===== src/rtl/itrt_pkg.sv =====
// ----------------------------------------------------------------------------
// itrt_pkg
// Shared constants, microcode types and the digit glyph function for the
// integer to radix text converter.
// ----------------------------------------------------------------------------
package itrt_pkg;

  localparam int unsigned WordBits = 32;
  localparam int unsigned IdxW     = $clog2(WordBits);
  localparam int unsigned CntW     = $clog2(WordBits) + 1;
  localparam int unsigned RadixW   = 6;
  localparam int unsigned DigitW   = 6;
  localparam int unsigned CharW    = 7;
  localparam int unsigned InDataW  = ((WordBits + RadixW + 7) / 8) * 8;
  localparam int unsigned OutDataW = ((CharW + 7) / 8) * 8;
  localparam int unsigned UpcW     = 4;

  localparam logic [RadixW-1:0] RadixMin = RadixW'(2);
  localparam logic [RadixW-1:0] RadixMax = RadixW'(36);
  localparam logic [RadixW-1:0] RadixDec = RadixW'(10);

  localparam logic [CharW-1:0] CharMinus = 7'h2d;
  localparam logic [CharW-1:0] CharZero  = 7'h30;
  localparam logic [CharW-1:0] CharLowA  = 7'h61;

  typedef enum logic [3:0] {
    ActNop,
    ActAccept,
    ActNegate,
    ActEmitMinus,
    ActDivStart,
    ActDivStore,
    ActRead,
    ActEmitDigit,
    ActEmitBad
  } act_e;

  typedef enum logic [3:0] {
    CondNext,
    CondJump,
    CondNoInput,
    CondBad,
    CondNotNeg10,
    CondDivBusy,
    CondMoreDigits,
    CondOutFull,
    CondCntNz
  } cond_e;

  typedef struct packed {
    act_e             act;
    cond_e            cond;
    logic [UpcW-1:0]  target;
  } uword_t;

  typedef struct packed {
    logic in_valid;
    logic bad_radix;
    logic neg10;
    logic div_busy;
    logic more_digits;
    logic out_full;
    logic cnt_nz;
  } status_t;

  function automatic logic [CharW-1:0] glyph(input logic [DigitW-1:0] d);
    logic [CharW-1:0] c;
    if (d < DigitW'(10)) begin
      c = CharZero + CharW'(d);
    end else if (d < DigitW'(36)) begin
      c = CharLowA + CharW'(d - DigitW'(10));
    end else begin
      c = CharZero;
    end
    return c;
  endfunction

endpackage


===== src/rtl/itrt_divider.sv =====
// ----------------------------------------------------------------------------
// itrt_divider
// Restoring divider: one quotient bit per cycle, word by radix.
// ----------------------------------------------------------------------------
module itrt_divider (
  input  logic                          clk_i,
  input  logic                          rst_ni,
  input  logic                          start_i,
  input  logic [itrt_pkg::WordBits-1:0] dividend_i,
  input  logic [itrt_pkg::RadixW-1:0]   divisor_i,
  output logic                          busy_o,
  output logic [itrt_pkg::WordBits-1:0] quot_o,
  output logic [itrt_pkg::DigitW-1:0]   rem_o
);

  logic                          busy_q;
  logic [itrt_pkg::IdxW-1:0]     step_q;
  logic [itrt_pkg::WordBits-1:0] quo_q, quo_d;
  logic [itrt_pkg::DigitW-1:0]   rem_q, rem_d;
  logic [itrt_pkg::DigitW:0]     trial;
  logic                          ge;

  // The partial remainder stays below the divisor, so six bits plus the
  // incoming dividend bit are enough for the trial value.
  always_comb begin
    trial = {rem_q, quo_q[itrt_pkg::WordBits-1]};
    ge    = trial >= {1'b0, divisor_i};
    rem_d = ge ? itrt_pkg::DigitW'(trial - {1'b0, divisor_i})
               : itrt_pkg::DigitW'(trial);
    quo_d = {quo_q[itrt_pkg::WordBits-2:0], ge};
  end

  always_ff @(posedge clk_i or negedge rst_ni) begin
    if (!rst_ni) begin
      busy_q <= 1'b0;
      step_q <= '0;
    end else if (start_i) begin
      busy_q <= 1'b1;
      step_q <= itrt_pkg::IdxW'(itrt_pkg::WordBits - 1);
    end else if (busy_q) begin
      if (step_q == '0) begin
        busy_q <= 1'b0;
      end else begin
        step_q <= step_q - 1'b1;
      end
    end
  end

  always_ff @(posedge clk_i) begin
    if (start_i) begin
      quo_q <= dividend_i;
      rem_q <= '0;
    end else if (busy_q) begin
      quo_q <= quo_d;
      rem_q <= rem_d;
    end
  end

  assign busy_o = busy_q;
  assign quot_o = quo_q;
  assign rem_o  = rem_q;

endmodule


===== src/rtl/itrt_datapath.sv =====
// ----------------------------------------------------------------------------
// itrt_datapath
// Operand registers, digit buffer, digit counter and output register,
// driven by one control word per cycle.
// ----------------------------------------------------------------------------
module itrt_datapath (
  input  logic                          clk_i,
  input  logic                          rst_ni,
  input  itrt_pkg::act_e                act_i,
  input  logic                          in_valid_i,
  input  logic [itrt_pkg::WordBits-1:0] value_i,
  input  logic [itrt_pkg::RadixW-1:0]   radix_i,
  input  logic                          out_ready_i,
  output logic                          out_valid_o,
  output logic [itrt_pkg::CharW-1:0]    out_char_o,
  output logic                          out_last_o,
  output logic                          out_bad_o,
  output itrt_pkg::status_t             status_o
);

  logic [itrt_pkg::WordBits-1:0] mag_q;
  logic [itrt_pkg::RadixW-1:0]   radix_q;
  logic [itrt_pkg::CntW-1:0]     cnt_q;
  logic [itrt_pkg::DigitW-1:0]   digit_buf [itrt_pkg::WordBits];
  logic [itrt_pkg::DigitW-1:0]   rd_q;
  logic                          out_valid_q;
  logic [itrt_pkg::CharW-1:0]    out_char_q;
  logic                          out_last_q;
  logic                          out_bad_q;
  logic                          out_full;
  logic                          emit_go;
  logic                          div_busy;
  logic [itrt_pkg::WordBits-1:0] quot;
  logic [itrt_pkg::DigitW-1:0]   rem;
  logic [itrt_pkg::CntW-1:0]     cnt_dec;

  itrt_divider u_divider (
    .clk_i     (clk_i),
    .rst_ni    (rst_ni),
    .start_i   (act_i == itrt_pkg::ActDivStart),
    .dividend_i(mag_q),
    .divisor_i (radix_q),
    .busy_o    (div_busy),
    .quot_o    (quot),
    .rem_o     (rem)
  );

  // The output word may be replaced in the cycle it is taken.
  assign out_full = out_valid_q && !out_ready_i;
  assign emit_go  = !out_full && (act_i inside {itrt_pkg::ActEmitMinus,
                                                itrt_pkg::ActEmitDigit,
                                                itrt_pkg::ActEmitBad});
  assign cnt_dec  = cnt_q - 1'b1;

  always_comb begin
    status_o.in_valid    = in_valid_i;
    status_o.bad_radix   = (radix_q < itrt_pkg::RadixMin) || (radix_q > itrt_pkg::RadixMax);
    status_o.neg10       = mag_q[itrt_pkg::WordBits-1] && (radix_q == itrt_pkg::RadixDec);
    status_o.div_busy    = div_busy;
    status_o.more_digits = (mag_q != '0) && (cnt_q != itrt_pkg::CntW'(itrt_pkg::WordBits));
    status_o.out_full    = out_full;
    status_o.cnt_nz      = cnt_q != '0;
  end

  always_ff @(posedge clk_i or negedge rst_ni) begin
    if (!rst_ni) begin
      cnt_q       <= '0;
      out_valid_q <= 1'b0;
    end else begin
      if (emit_go) begin
        out_valid_q <= 1'b1;
      end else if (out_ready_i) begin
        out_valid_q <= 1'b0;
      end
      unique case (act_i)
        itrt_pkg::ActAccept: begin
          cnt_q <= '0;
        end
        itrt_pkg::ActDivStore: begin
          cnt_q <= cnt_q + 1'b1;
        end
        itrt_pkg::ActRead: begin
          cnt_q <= cnt_dec;
        end
        default: begin
        end
      endcase
    end
  end

  always_ff @(posedge clk_i) begin
    unique case (act_i)
      itrt_pkg::ActAccept: begin
        if (in_valid_i) begin
          mag_q   <= value_i;
          radix_q <= radix_i;
        end
      end
      itrt_pkg::ActNegate: begin
        if (status_o.neg10) begin
          mag_q <= ~mag_q + 1'b1;
        end
      end
      itrt_pkg::ActDivStore: begin
        mag_q                            <= quot;
        digit_buf[cnt_q[itrt_pkg::IdxW-1:0]] <= rem;
      end
      itrt_pkg::ActRead: begin
        rd_q <= digit_buf[cnt_dec[itrt_pkg::IdxW-1:0]];
      end
      itrt_pkg::ActEmitMinus: begin
        if (!out_full) begin
          out_char_q <= itrt_pkg::CharMinus;
          out_last_q <= 1'b0;
          out_bad_q  <= 1'b0;
        end
      end
      itrt_pkg::ActEmitDigit: begin
        if (!out_full) begin
          out_char_q <= itrt_pkg::glyph(rd_q);
          out_last_q <= cnt_q == '0;
          out_bad_q  <= 1'b0;
        end
      end
      itrt_pkg::ActEmitBad: begin
        if (!out_full) begin
          out_char_q <= '0;
          out_last_q <= 1'b1;
          out_bad_q  <= 1'b1;
        end
      end
      default: begin
      end
    endcase
  end

  assign out_valid_o = out_valid_q;
  assign out_char_o  = out_char_q;
  assign out_last_o  = out_last_q;
  assign out_bad_o   = out_bad_q;

endmodule


===== src/rtl/itrt_sequencer.sv =====
// ----------------------------------------------------------------------------
// itrt_sequencer
// Microprogram counter and control store. Each step issues one control
// word; its condition selects between the next step and the jump target.
// ----------------------------------------------------------------------------
module itrt_sequencer (
  input  logic              clk_i,
  input  logic              rst_ni,
  input  itrt_pkg::status_t status_i,
  output itrt_pkg::act_e    act_o
);

  localparam logic [itrt_pkg::UpcW-1:0] StepIdle    = 4'd0;
  localparam logic [itrt_pkg::UpcW-1:0] StepDivide  = 4'd4;
  localparam logic [itrt_pkg::UpcW-1:0] StepWait    = 4'd5;
  localparam logic [itrt_pkg::UpcW-1:0] StepRead    = 4'd8;
  localparam logic [itrt_pkg::UpcW-1:0] StepEmit    = 4'd9;
  localparam logic [itrt_pkg::UpcW-1:0] StepBad     = 4'd12;
  localparam logic [itrt_pkg::UpcW-1:0] StepMinus   = 4'd3;

  logic [itrt_pkg::UpcW-1:0] upc_q, upc_d;
  itrt_pkg::uword_t          uw;
  logic                      taken;

  function automatic itrt_pkg::uword_t ucode(input logic [itrt_pkg::UpcW-1:0] pc);
    itrt_pkg::uword_t w;
    unique case (pc)
      4'd0:  w = '{itrt_pkg::ActAccept,    itrt_pkg::CondNoInput,    StepIdle};
      4'd1:  w = '{itrt_pkg::ActNop,       itrt_pkg::CondBad,        StepBad};
      4'd2:  w = '{itrt_pkg::ActNegate,    itrt_pkg::CondNotNeg10,   StepDivide};
      4'd3:  w = '{itrt_pkg::ActEmitMinus, itrt_pkg::CondOutFull,    StepMinus};
      4'd4:  w = '{itrt_pkg::ActDivStart,  itrt_pkg::CondNext,       StepIdle};
      4'd5:  w = '{itrt_pkg::ActNop,       itrt_pkg::CondDivBusy,    StepWait};
      4'd6:  w = '{itrt_pkg::ActDivStore,  itrt_pkg::CondNext,       StepIdle};
      4'd7:  w = '{itrt_pkg::ActNop,       itrt_pkg::CondMoreDigits, StepDivide};
      4'd8:  w = '{itrt_pkg::ActRead,      itrt_pkg::CondNext,       StepIdle};
      4'd9:  w = '{itrt_pkg::ActEmitDigit, itrt_pkg::CondOutFull,    StepEmit};
      4'd10: w = '{itrt_pkg::ActNop,       itrt_pkg::CondCntNz,      StepRead};
      4'd11: w = '{itrt_pkg::ActNop,       itrt_pkg::CondJump,       StepIdle};
      4'd12: w = '{itrt_pkg::ActEmitBad,   itrt_pkg::CondOutFull,    StepBad};
      4'd13: w = '{itrt_pkg::ActNop,       itrt_pkg::CondJump,       StepIdle};
      default: w = '{itrt_pkg::ActNop,     itrt_pkg::CondJump,       StepIdle};
    endcase
    return w;
  endfunction

  always_comb begin
    uw = ucode(upc_q);
    unique case (uw.cond)
      itrt_pkg::CondNext:       taken = 1'b0;
      itrt_pkg::CondJump:       taken = 1'b1;
      itrt_pkg::CondNoInput:    taken = !status_i.in_valid;
      itrt_pkg::CondBad:        taken = status_i.bad_radix;
      itrt_pkg::CondNotNeg10:   taken = !status_i.neg10;
      itrt_pkg::CondDivBusy:    taken = status_i.div_busy;
      itrt_pkg::CondMoreDigits: taken = status_i.more_digits;
      itrt_pkg::CondOutFull:    taken = status_i.out_full;
      itrt_pkg::CondCntNz:      taken = status_i.cnt_nz;
      default:                  taken = 1'b0;
    endcase
    upc_d = taken ? uw.target : upc_q + 1'b1;
  end

  always_ff @(posedge clk_i or negedge rst_ni) begin
    if (!rst_ni) begin
      upc_q <= StepIdle;
    end else begin
      upc_q <= upc_d;
    end
  end

  assign act_o = uw.act;

endmodule


===== src/rtl/integer_to_radix_text_top.sv =====
// ----------------------------------------------------------------------------
// integer_to_radix_text_top
// Converts a 32-bit value to ASCII digits in base 2 to 36, most significant
// first, one character per output word.
// ----------------------------------------------------------------------------
//  Channel  Direction  Payload
//  s_axis   in         tdata = value[31:0], radix[37:32], zero fill to 40 bits
//  m_axis   out        tdata = out_char[6:0], zero bit 7; tlast = last;
//                      tuser = bad_radix
//
//  One word is converted at a time. Each digit costs one pass of the
//  bit-serial divider; once all digits are stored, each character is
//  read from the digit buffer and emitted in turn. A bad radix skips
//  the divider and emits one error word. Reset returns the microprogram
//  counter to its wait step and empties the output register; the digit
//  buffer is not cleared. A stalled output holds the sequencer on its
//  emit step; the last word of a conversion may wait in the output
//  register while the next input word is accepted.
// ----------------------------------------------------------------------------
module integer_to_radix_text_top (
  input  logic                          clk_i,
  input  logic                          rst_ni,
  input  logic                          s_axis_tvalid_i,
  output logic                          s_axis_tready_o,
  input  logic [itrt_pkg::InDataW-1:0]  s_axis_tdata_i,   // value, radix
  output logic                          m_axis_tvalid_o,
  input  logic                          m_axis_tready_i,
  output logic [itrt_pkg::OutDataW-1:0] m_axis_tdata_o,   // out_char
  output logic                          m_axis_tlast_o,
  output logic                          m_axis_tuser_o    // bad_radix
);

  itrt_pkg::act_e                 act;
  itrt_pkg::status_t              status;
  logic [itrt_pkg::CharW-1:0]     out_char;
  logic                           accept;

  assign s_axis_tready_o = act == itrt_pkg::ActAccept;
  assign accept          = s_axis_tvalid_i && s_axis_tready_o;

  itrt_sequencer u_sequencer (
    .clk_i   (clk_i),
    .rst_ni  (rst_ni),
    .status_i(status),
    .act_o   (act)
  );

  itrt_datapath u_datapath (
    .clk_i      (clk_i),
    .rst_ni     (rst_ni),
    .act_i      (act),
    .in_valid_i (accept),
    .value_i    (s_axis_tdata_i[itrt_pkg::WordBits-1:0]),
    .radix_i    (s_axis_tdata_i[itrt_pkg::WordBits +: itrt_pkg::RadixW]),
    .out_ready_i(m_axis_tready_i),
    .out_valid_o(m_axis_tvalid_o),
    .out_char_o (out_char),
    .out_last_o (m_axis_tlast_o),
    .out_bad_o  (m_axis_tuser_o),
    .status_o   (status)
  );

  assign m_axis_tdata_o = itrt_pkg::OutDataW'(out_char);

endmodule


===== config.mk =====
export PLATFORM = sky130hd
export DESIGN_NAME = integer_to_radix_text_top
export DESIGN_NICKNAME = d
export VERILOG_FILES = /design/src/rtl/itrt_pkg.sv /design/src/rtl/itrt_divider.sv /design/src/rtl/itrt_datapath.sv /design/src/rtl/itrt_sequencer.sv /design/src/rtl/integer_to_radix_text_top.sv
export SDC_FILE = /design/constraint.sdc
export NUM_CORES = 1
export LEC_CHECK = 0
export BUFFER_PORTS_ARGS = -buffer_cell sky130_fd_sc_hd__clkbuf_2
export CAP_MARGIN = 15
export CORE_MARGIN = 2
export CORE_UTILIZATION = 60
export DETAILED_ROUTE_END_ITERATION = 6
export GPL_ROUTABILITY_DRIVEN = 0
export GPL_TIMING_DRIVEN = 0
export PLACE_DENSITY = 0.89
export SETUP_SLACK_MARGIN = 0.2
export SLEW_MARGIN = 20
export SYNTH_ARGS = -nofsm -noshare
export SYNTH_HDL_FRONTEND = slang
export SYNTH_SLANG_ARGS = --single-unit

===== constraint.sdc =====
create_clock -name clk_i -period 5.1 [get_ports clk_i]
set_input_delay 0.255 -clock clk_i [delete_from_list [all_inputs] [get_ports clk_i]]
set_output_delay 0.255 -clock clk_i [all_outputs]
set_load 0.02 [all_outputs]

; ---- Yosys cells after proc, flatten, opt, wreduce, memory -nomap -nowiden
; Memory sizes are Yosys's and may differ from the RTL's. A register that Yosys moved wholly into a read port is not among the register bits.
; Cells that the tools add are included.
[op_classes]
n_eq_ne = 25
addsub = 9
n_reduce_logical = 26
order_cmp = 5
muxes = 30
n_bitwise = 1
[op_table]
columns = cell, n
row1 = two-way mux 32 bit, 4
row2 = one-hot mux 32 bit (3 select lines), 1
row3 = two-way mux 7 bit, 5
row4 = "adder 32 x 1 -> 32 bit, second input constant", 1
row5 = "== test 4 x 3 -> 1 bit, second input constant", 8
row6 = inverter 32 bit, 1
row7 = nonzero test 32 bit, 1
row8 = one-hot mux 7 bit (3 select lines), 1
row9 = one-hot mux 6 bit (3 select lines), 1
row10 = "== test 4 x 2 -> 1 bit, second input constant", 4
row11 = two-way mux 5 bit, 3
row12 = "!= test 2 bit, second input constant", 6
row13 = two-way mux 1 bit, 10
row14 = nonzero test 3 bit, 3
row15 = "== test 4 x 1 -> 1 bit, second input constant", 2
row16 = "== test 4 bit, second input constant", 2
row17 = one-hot mux 1 bit (8 select lines), 1
row18 = "adder 6 x 6 -> 7 bit, first input constant", 1
row19 = "adder 7 bit, first input constant", 1
row20 = >= comparator 7 x 6 -> 1 bit, 1
row21 = "subtractor 6 x 4 -> 7 bit, second input constant", 1
row22 = "adder 6 x 1 -> 6 bit, second input constant", 1
row23 = "== test 6 x 4 -> 1 bit, second input constant", 1
row24 = "greater-than comparator 6 bit, second input constant", 1
row25 = other kinds (24), 35
[totals]
in_bits = 44
mem_bits_rw = 192
romBits = 192
reg_bits = 102
out_inout_bits = 12
memories = 2
elab_cells = 110
[mem_list]
columns = memory, words, word_bits, read_ports, rd_clocked_by_memory_dff, wr, line_no
row1 = (name not given), 16, 12, 1, 0, 0, itrt_sequencer.sv:27  ; unique case (pc)
row2 = u_datapath.digit_buf, 32, 6, 1, 1, 1, itrt_datapath.sv:24  ; logic [itrt_pkg::DigitW-1:0] digit_buf [itrt_pkg::WordBits];

; ---- Logic depth before layout (Yosys ltp)
[logic_depth]
word_depth = 6
ltp_mapped = 10
depth_no_buf = 9

; ---- Modules after synthesis
; Synthesis repeated with hierarchy kept, for this count alone.
[unflattened]
hier_cells = 962
area_unflattened_um2 = 14026.0
[by_module_without_submodules]
columns = mod, n_inst, area_each_um2, cells_each, seq_area_each_um2
row1 = itrt_datapath, 1, 11189.5, 722, 7532.2
row2 = itrt_divider, 1, 2222.1, 168, 1231.2
row3 = itrt_sequencer, 1, 573.0, 68, 100.1
row4 = integer_to_radix_text_top, 1, 41.3, 4, 0.0

; ---- Least setup slack after synthesis
; No wires, ideal clock.
[synth_timing]
path_type = register -> register
startpoint = register u_sequencer.upc_q[1] (netlist name)
endpoint = register u_datapath.mag_q[0] (netlist name) (enable)
path_buffers = 1
synth_period_minus_slack_ns = 3.376
setup_slack_ns = 1.724
arrival_ns = 2.988
stages_incl_launch_ff = 8
required_time_ns = 4.712
setup_ns = 0.388
path_cell_list = dfrtp_1 buf_2 inv_2 ha_1 nand2_1 o311ai_1 and2_1 a211o_1
[synth_between]
elab_chain_len = 5
elab_cells_between_ends = 9
classes_between = eq/ne: 5 / reduce/logical: 3 / memory: 1
[synth_rtl]
columns = item, line_no
row1 = start: declaration, itrt_sequencer.sv:21  ; logic [itrt_pkg::UpcW-1:0] upc_q, upc_d;
row2 = start signal: assignment, itrt_sequencer.sv:66  ; upc_q <= StepIdle;
row3 = start signal: assignment, itrt_sequencer.sv:68  ; upc_q <= upc_d;
row4 = memory read (16 x 12 bit) *, n/a
row5 = == test 4 x 1 -> 1 bit *, integer_to_radix_text_top.sv:38  ; assign s_axis_tready_o = act == itrt_pkg::ActAccept;
row6 = net s_axis_tready_o, integer_to_radix_text_top.sv:24  ; output logic s_axis_tready_o,
row7 = logical AND 1 bit, integer_to_radix_text_top.sv:39  ; assign accept = s_axis_tvalid_i && s_axis_tready_o;
row8 = != test 2 x 1 -> 1 bit (no line), n/a
row9 = AND reduction 3 bit (no line) *, n/a
row10 = end signal: assignment, itrt_datapath.sv:95  ; mag_q <= value_i;
row11 = end signal: assignment, itrt_datapath.sv:101  ; mag_q <= ~mag_q + 1'b1;
row12 = end signal: assignment, itrt_datapath.sv:105  ; mag_q <= quot;
row13 = end: declaration, itrt_datapath.sv:21  ; logic [itrt_pkg::WordBits-1:0] mag_q;
; Mark *: on every way through the listed nets, which the timed path passes. The rest lies on a longest branch.
; A chain may end at the register's enable or synchronous reset.

; ---- Worst setup path in the final report
[layout_timing]
startpoint = register u_datapath.cnt_q[0] (netlist name)
endpoint = register u_datapath.rd_q[3] (netlist name) (read register of u_datapath.digit_buf) (data pin)
[layout_between]
elab_chain_len = 1
[layout_rtl]
columns = item, line_no
row1 = start: declaration, itrt_datapath.sv:23  ; logic [itrt_pkg::CntW-1:0] cnt_q;
row2 = start signal: assignment, itrt_datapath.sv:80  ; cnt_q <= cnt_q + 1'b1;
row3 = start signal: assignment, itrt_datapath.sv:83  ; cnt_q <= cnt_dec;
row4 = subtractor 6 x 1 -> 6 bit, itrt_datapath.sv:53  ; assign cnt_dec = cnt_q - 1'b1;
row5 = end: declaration, itrt_datapath.sv:25  ; logic [itrt_pkg::DigitW-1:0] rd_q;
; No other way between the ends.

==> impl_metrics.csv <==
group,metric,value,unit
status,status,"finished clean",
global_route,grt_pass1_wl,50300,um
global_route,grt_usage,0.275,
critical_path,r2r-end,"u_datapath.rd_q[3]",
cts,clock-sinks,300,
critical_path,crit_arrival,4.35,ns
hold_path,holdPathStages,3,
sta,drv_slew,0,
hold_path,whs_endpoint,"u_datapath.mag_q[15]",
global_route,overflow,0,
final_layout,syn_to_final_growth,13.9,%
sta,finalSetupTns,0,ns
critical_path,worstReg2RegStart,"u_datapath.cnt_q[0]",
synthesis,synth_cell_type_count,74,
sta,tightest_slew,1.15,ns
critical_path,cp.depth,9,
floorplan,die_y,155,um
routing,wirelength,32900,um
critical_path,slowest_stage,"clkbuf_1",
cts,clk_pin_slew,0.06,ns
synthesis,synth_nets,1028,
routing,drt_iter0_drc,1169,
critical_path,cp-start-kind,"register",
synthesis,ys_warn_count,0,
floorplan,die_x,155,um
routing,via_per_inst,6.62,
floorplan,initial_utilization,0.607,
critical_path,endpoint_kind,"register",
floorplan,rows,55,
critical_path,ff2ff_setup_slack,1.05,ns
sta,period_minus_slack,4.05,ns
sta,maxSlewHeadroom,0.225,
synthesis,synth_area,13700,um2
sta,post-route-period-util,0.795,
flow_run,drv_cap,0,
cts,htreeDepth,1,
placement,hpwl,20500,um
routing,drc,0,
synthesis,synth_seq_area_share,0.649,
sta,fin_skew,0.0343,ns
cts,cts_resized,0,
critical_path,cp_max_fo,10,
routing,avgRoutedWirePerCell,24.2,um
floorplan,ioPinCount,56,
pwr,p_per_area,648,nW/um2
global_route,antenna_found_initial,0,
cts,cts_tree,"built",
routing,drt_pass1_iterations,6,
critical_path,crit_chain,"clkbuf_1 -> buf_2 -> inv_1 -> ha_1 -> clkbuf_1 -> clkbuf_1 -> mux4_2 -> mux4_2 -> mux2_2",
final_layout,drive_above_1_share,0.191,
synthesis,synth_seq_cells,300,
critical_path,cp.buffers_inverters,5,
sta,max_freq,247,MHz
final_layout,nFillCells,1358,
floorplan,core,22500,um2
synthesis,synthCells,957,
cts,cts_root_buf,"clkbuf_16",
synthesis,synth_ff_type,"edfxtp_1",
hold_path,min_from,"s_axis_tdata_i[15]",
pwr,ir_worst_vdd,0.000497,V
final_layout,num_antenna_cells,0,
placement,dp_slack,1.15,ns
cts,cts_buffers,30,
global_route,grt_pass1_vias,9038,
synthesis,async_flop_share,0.0567,
critical_path,reg2reg_depth,9,
sta,setup_ws,1.05,ns
final_layout,nNetsFinal,1127,
sta,setup_violations,0,
floorplan,die_area,24000,um2
critical_path,cp.required,5.39,ns
synthesis,syn_avg_cell_area,14.3,um2
cts,clk_latency,0.56,ns
sta,hold_viol,0,
global_route,grt_max_degree,36,
hold_path,hold_class,"in -> reg",
critical_path,cp_top_family,"buffers and inverters",
critical_path,crit_top_cell,"clkbuf_1",
sta,grt_setup_unrepaired,"no",
synthesis,synth_edf_count,277,
routing,dr_total_vias,9012,
critical_path,crit_type,"reg -> reg",
pwr,finalPower,10.1,mW
critical_path,slowest_delay,0.59,ns
placement,portBuffers,52,
pwr,p_leak,5.57,nW
cts,clock_path_buffers,3,
routing,ant_nets,0,
-- timing repair --
action                                  in CTS  in global routing
endpoints found under the setup margin       0                  0
buffers inserted                             0                  0
hold endpoints to repair                    30                  0
hold buffers                                14                  0
-- how the worst max path moves through the flow --
stage,start,end
final,u_datapath.cnt_q[0],u_datapath.rd_q[3]
after detailed placement,u_datapath.cnt_q[0],u_datapath.rd_q[3]
after global routing,u_datapath.cnt_q[0],u_datapath.rd_q[3]
after global placement,u_datapath.cnt_q[0],u_datapath.rd_q[3]
after CTS,u_datapath.cnt_q[0],u_datapath.rd_q[3]
after floorplan,u_sequencer.upc_q[1],u_datapath.mag_q[0]
-- cells in the final DEF (no fill, tap or decap), types with 9 or more instances in the layout --
cell type        n
a22oi_1         32
xnor2_1         15
clkbuf_1        36
nor3_1          17
o21ai_0         23
nor2_1          74
edfxtp_1       277
mux4_2          60
o21ai_1         28
or3_1            9
nand3_1         15
dlygate4sd3_1   14
clkbuf_2        52
nand2_1        143
clkbuf_16       31
ha_1            26
a21oi_1         14
buf_2           11
dfrtp_1         17
xor2_1          22
inv_1           24
-- kinds of logic (layout without fill, tap and decap cells) --
kind of cell               Yosys count  in the layout  synth area share
muxes                               75             75             0.111
other                                1              1          0.000274
AOI/OAI and AO/OA                  138            138            0.0658
and+or+nand+nor                    307            307             0.105
DFF                                300            300             0.649
adders and majority gates           27             27            0.0253
buffers and inverters               72            191            0.0211
xor gates and xnor gates            37             37            0.0237
-- metrics by stage --
stage | hold WS [ns] | std cells | util | cell area [um2]
3_3_place_gp | 0.221 | 1294 | 0.635 | 14300
6_report | 0.0128 | 1361 | 0.691 | 15600
2_1_floorplan | -0.0406 | 957 | - | 13700
3_5_place_dp | 0.229 | 1295 | 0.636 | 14300
5_1_grt | 0.0163 | 1361 | 0.691 | 15600
4_1_cts | 0.00157 | 1361 | 0.691 | 15500
-- cells in the mapped netlist (all sizes together), types with 6 or more instances --
library cell / instances / area, um2
edfxtp: 277 / 8320
nand2: 143 / 537
nor2: 74 / 278
mux4: 60 / 1350
o21ai: 51 / 255
a22oi: 32 / 240
clkbuf: 31 / 116
inv: 28 / 105
ha: 26 / 325
xor2: 22 / 193
nor3: 18 / 95.1
dfrtp: 17 / 425
a21oi: 15 / 78.8
nand3: 15 / 75.1
xnor2: 15 / 131
buf: 13 / 66.3
or3: 9 / 56.3
mux2: 8 / 90.1
mux2i: 7 / 70.1
nor4: 7 / 71.3
dfxtp: 6 / 120
-- registers in the layout, summed over array words and instances, names as in the netlist, 4 cells and up --
register and flops:
u_datapath.u_divider.quot_o 32, u_datapath.digit_buf 192, u_datapath.radix_q 6, u_datapath.u_divider.rem_o 6, u_datapath.rd_q 6, u_sequencer.upc_q 4
u_datapath.mag_q 32, u_datapath.out_char_o 7, u_datapath.cnt_q 6, u_datapath.u_divider.step_q 5
-- worst reg2reg max path, stage by stage, from the launching register on --
cell	delay, ns
dfrtp_1	0.39
clkbuf_1	0.40
buf_2	0.41
inv_1	0.18
ha_1	0.32
clkbuf_1	0.19
clkbuf_1	0.59
mux4_2	0.46
mux4_2	0.54
mux2_2	0.32
-- power breakdown --
group          internal [mW]  leakage (nW)  total (mW)  switching [mW]
logic                   1.51          2.22        3.65            2.14
clock network           1.52         0.528        2.44           0.915
registers               3.46          2.82        3.99           0.537
-- area by class of cell --
class	count	area, um2	share of cell area
Tap cell	285	357	0.0229
Timing Repair Buffer	67	428	0.0275
Clock buffer	37	808	0.0520
Sequential cell	300	8870	0.570
Clock inverter	15	283	0.0182
Buffer	44	183	0.0117
Multi-Input combinational cell	585	4520	0.291
Inverter	28	105	0.00676
-- layer usage --
metal	global-route usage	wire (um)	vias up
li1	-	-	3863
met1	0.355	12000	4407
met2	0.460	16100	626
met3	0.0571	3490	116
met4	0.114	1390	0
met5	0	0	-
No activity file was read; power rests on OpenSTA's default activity.
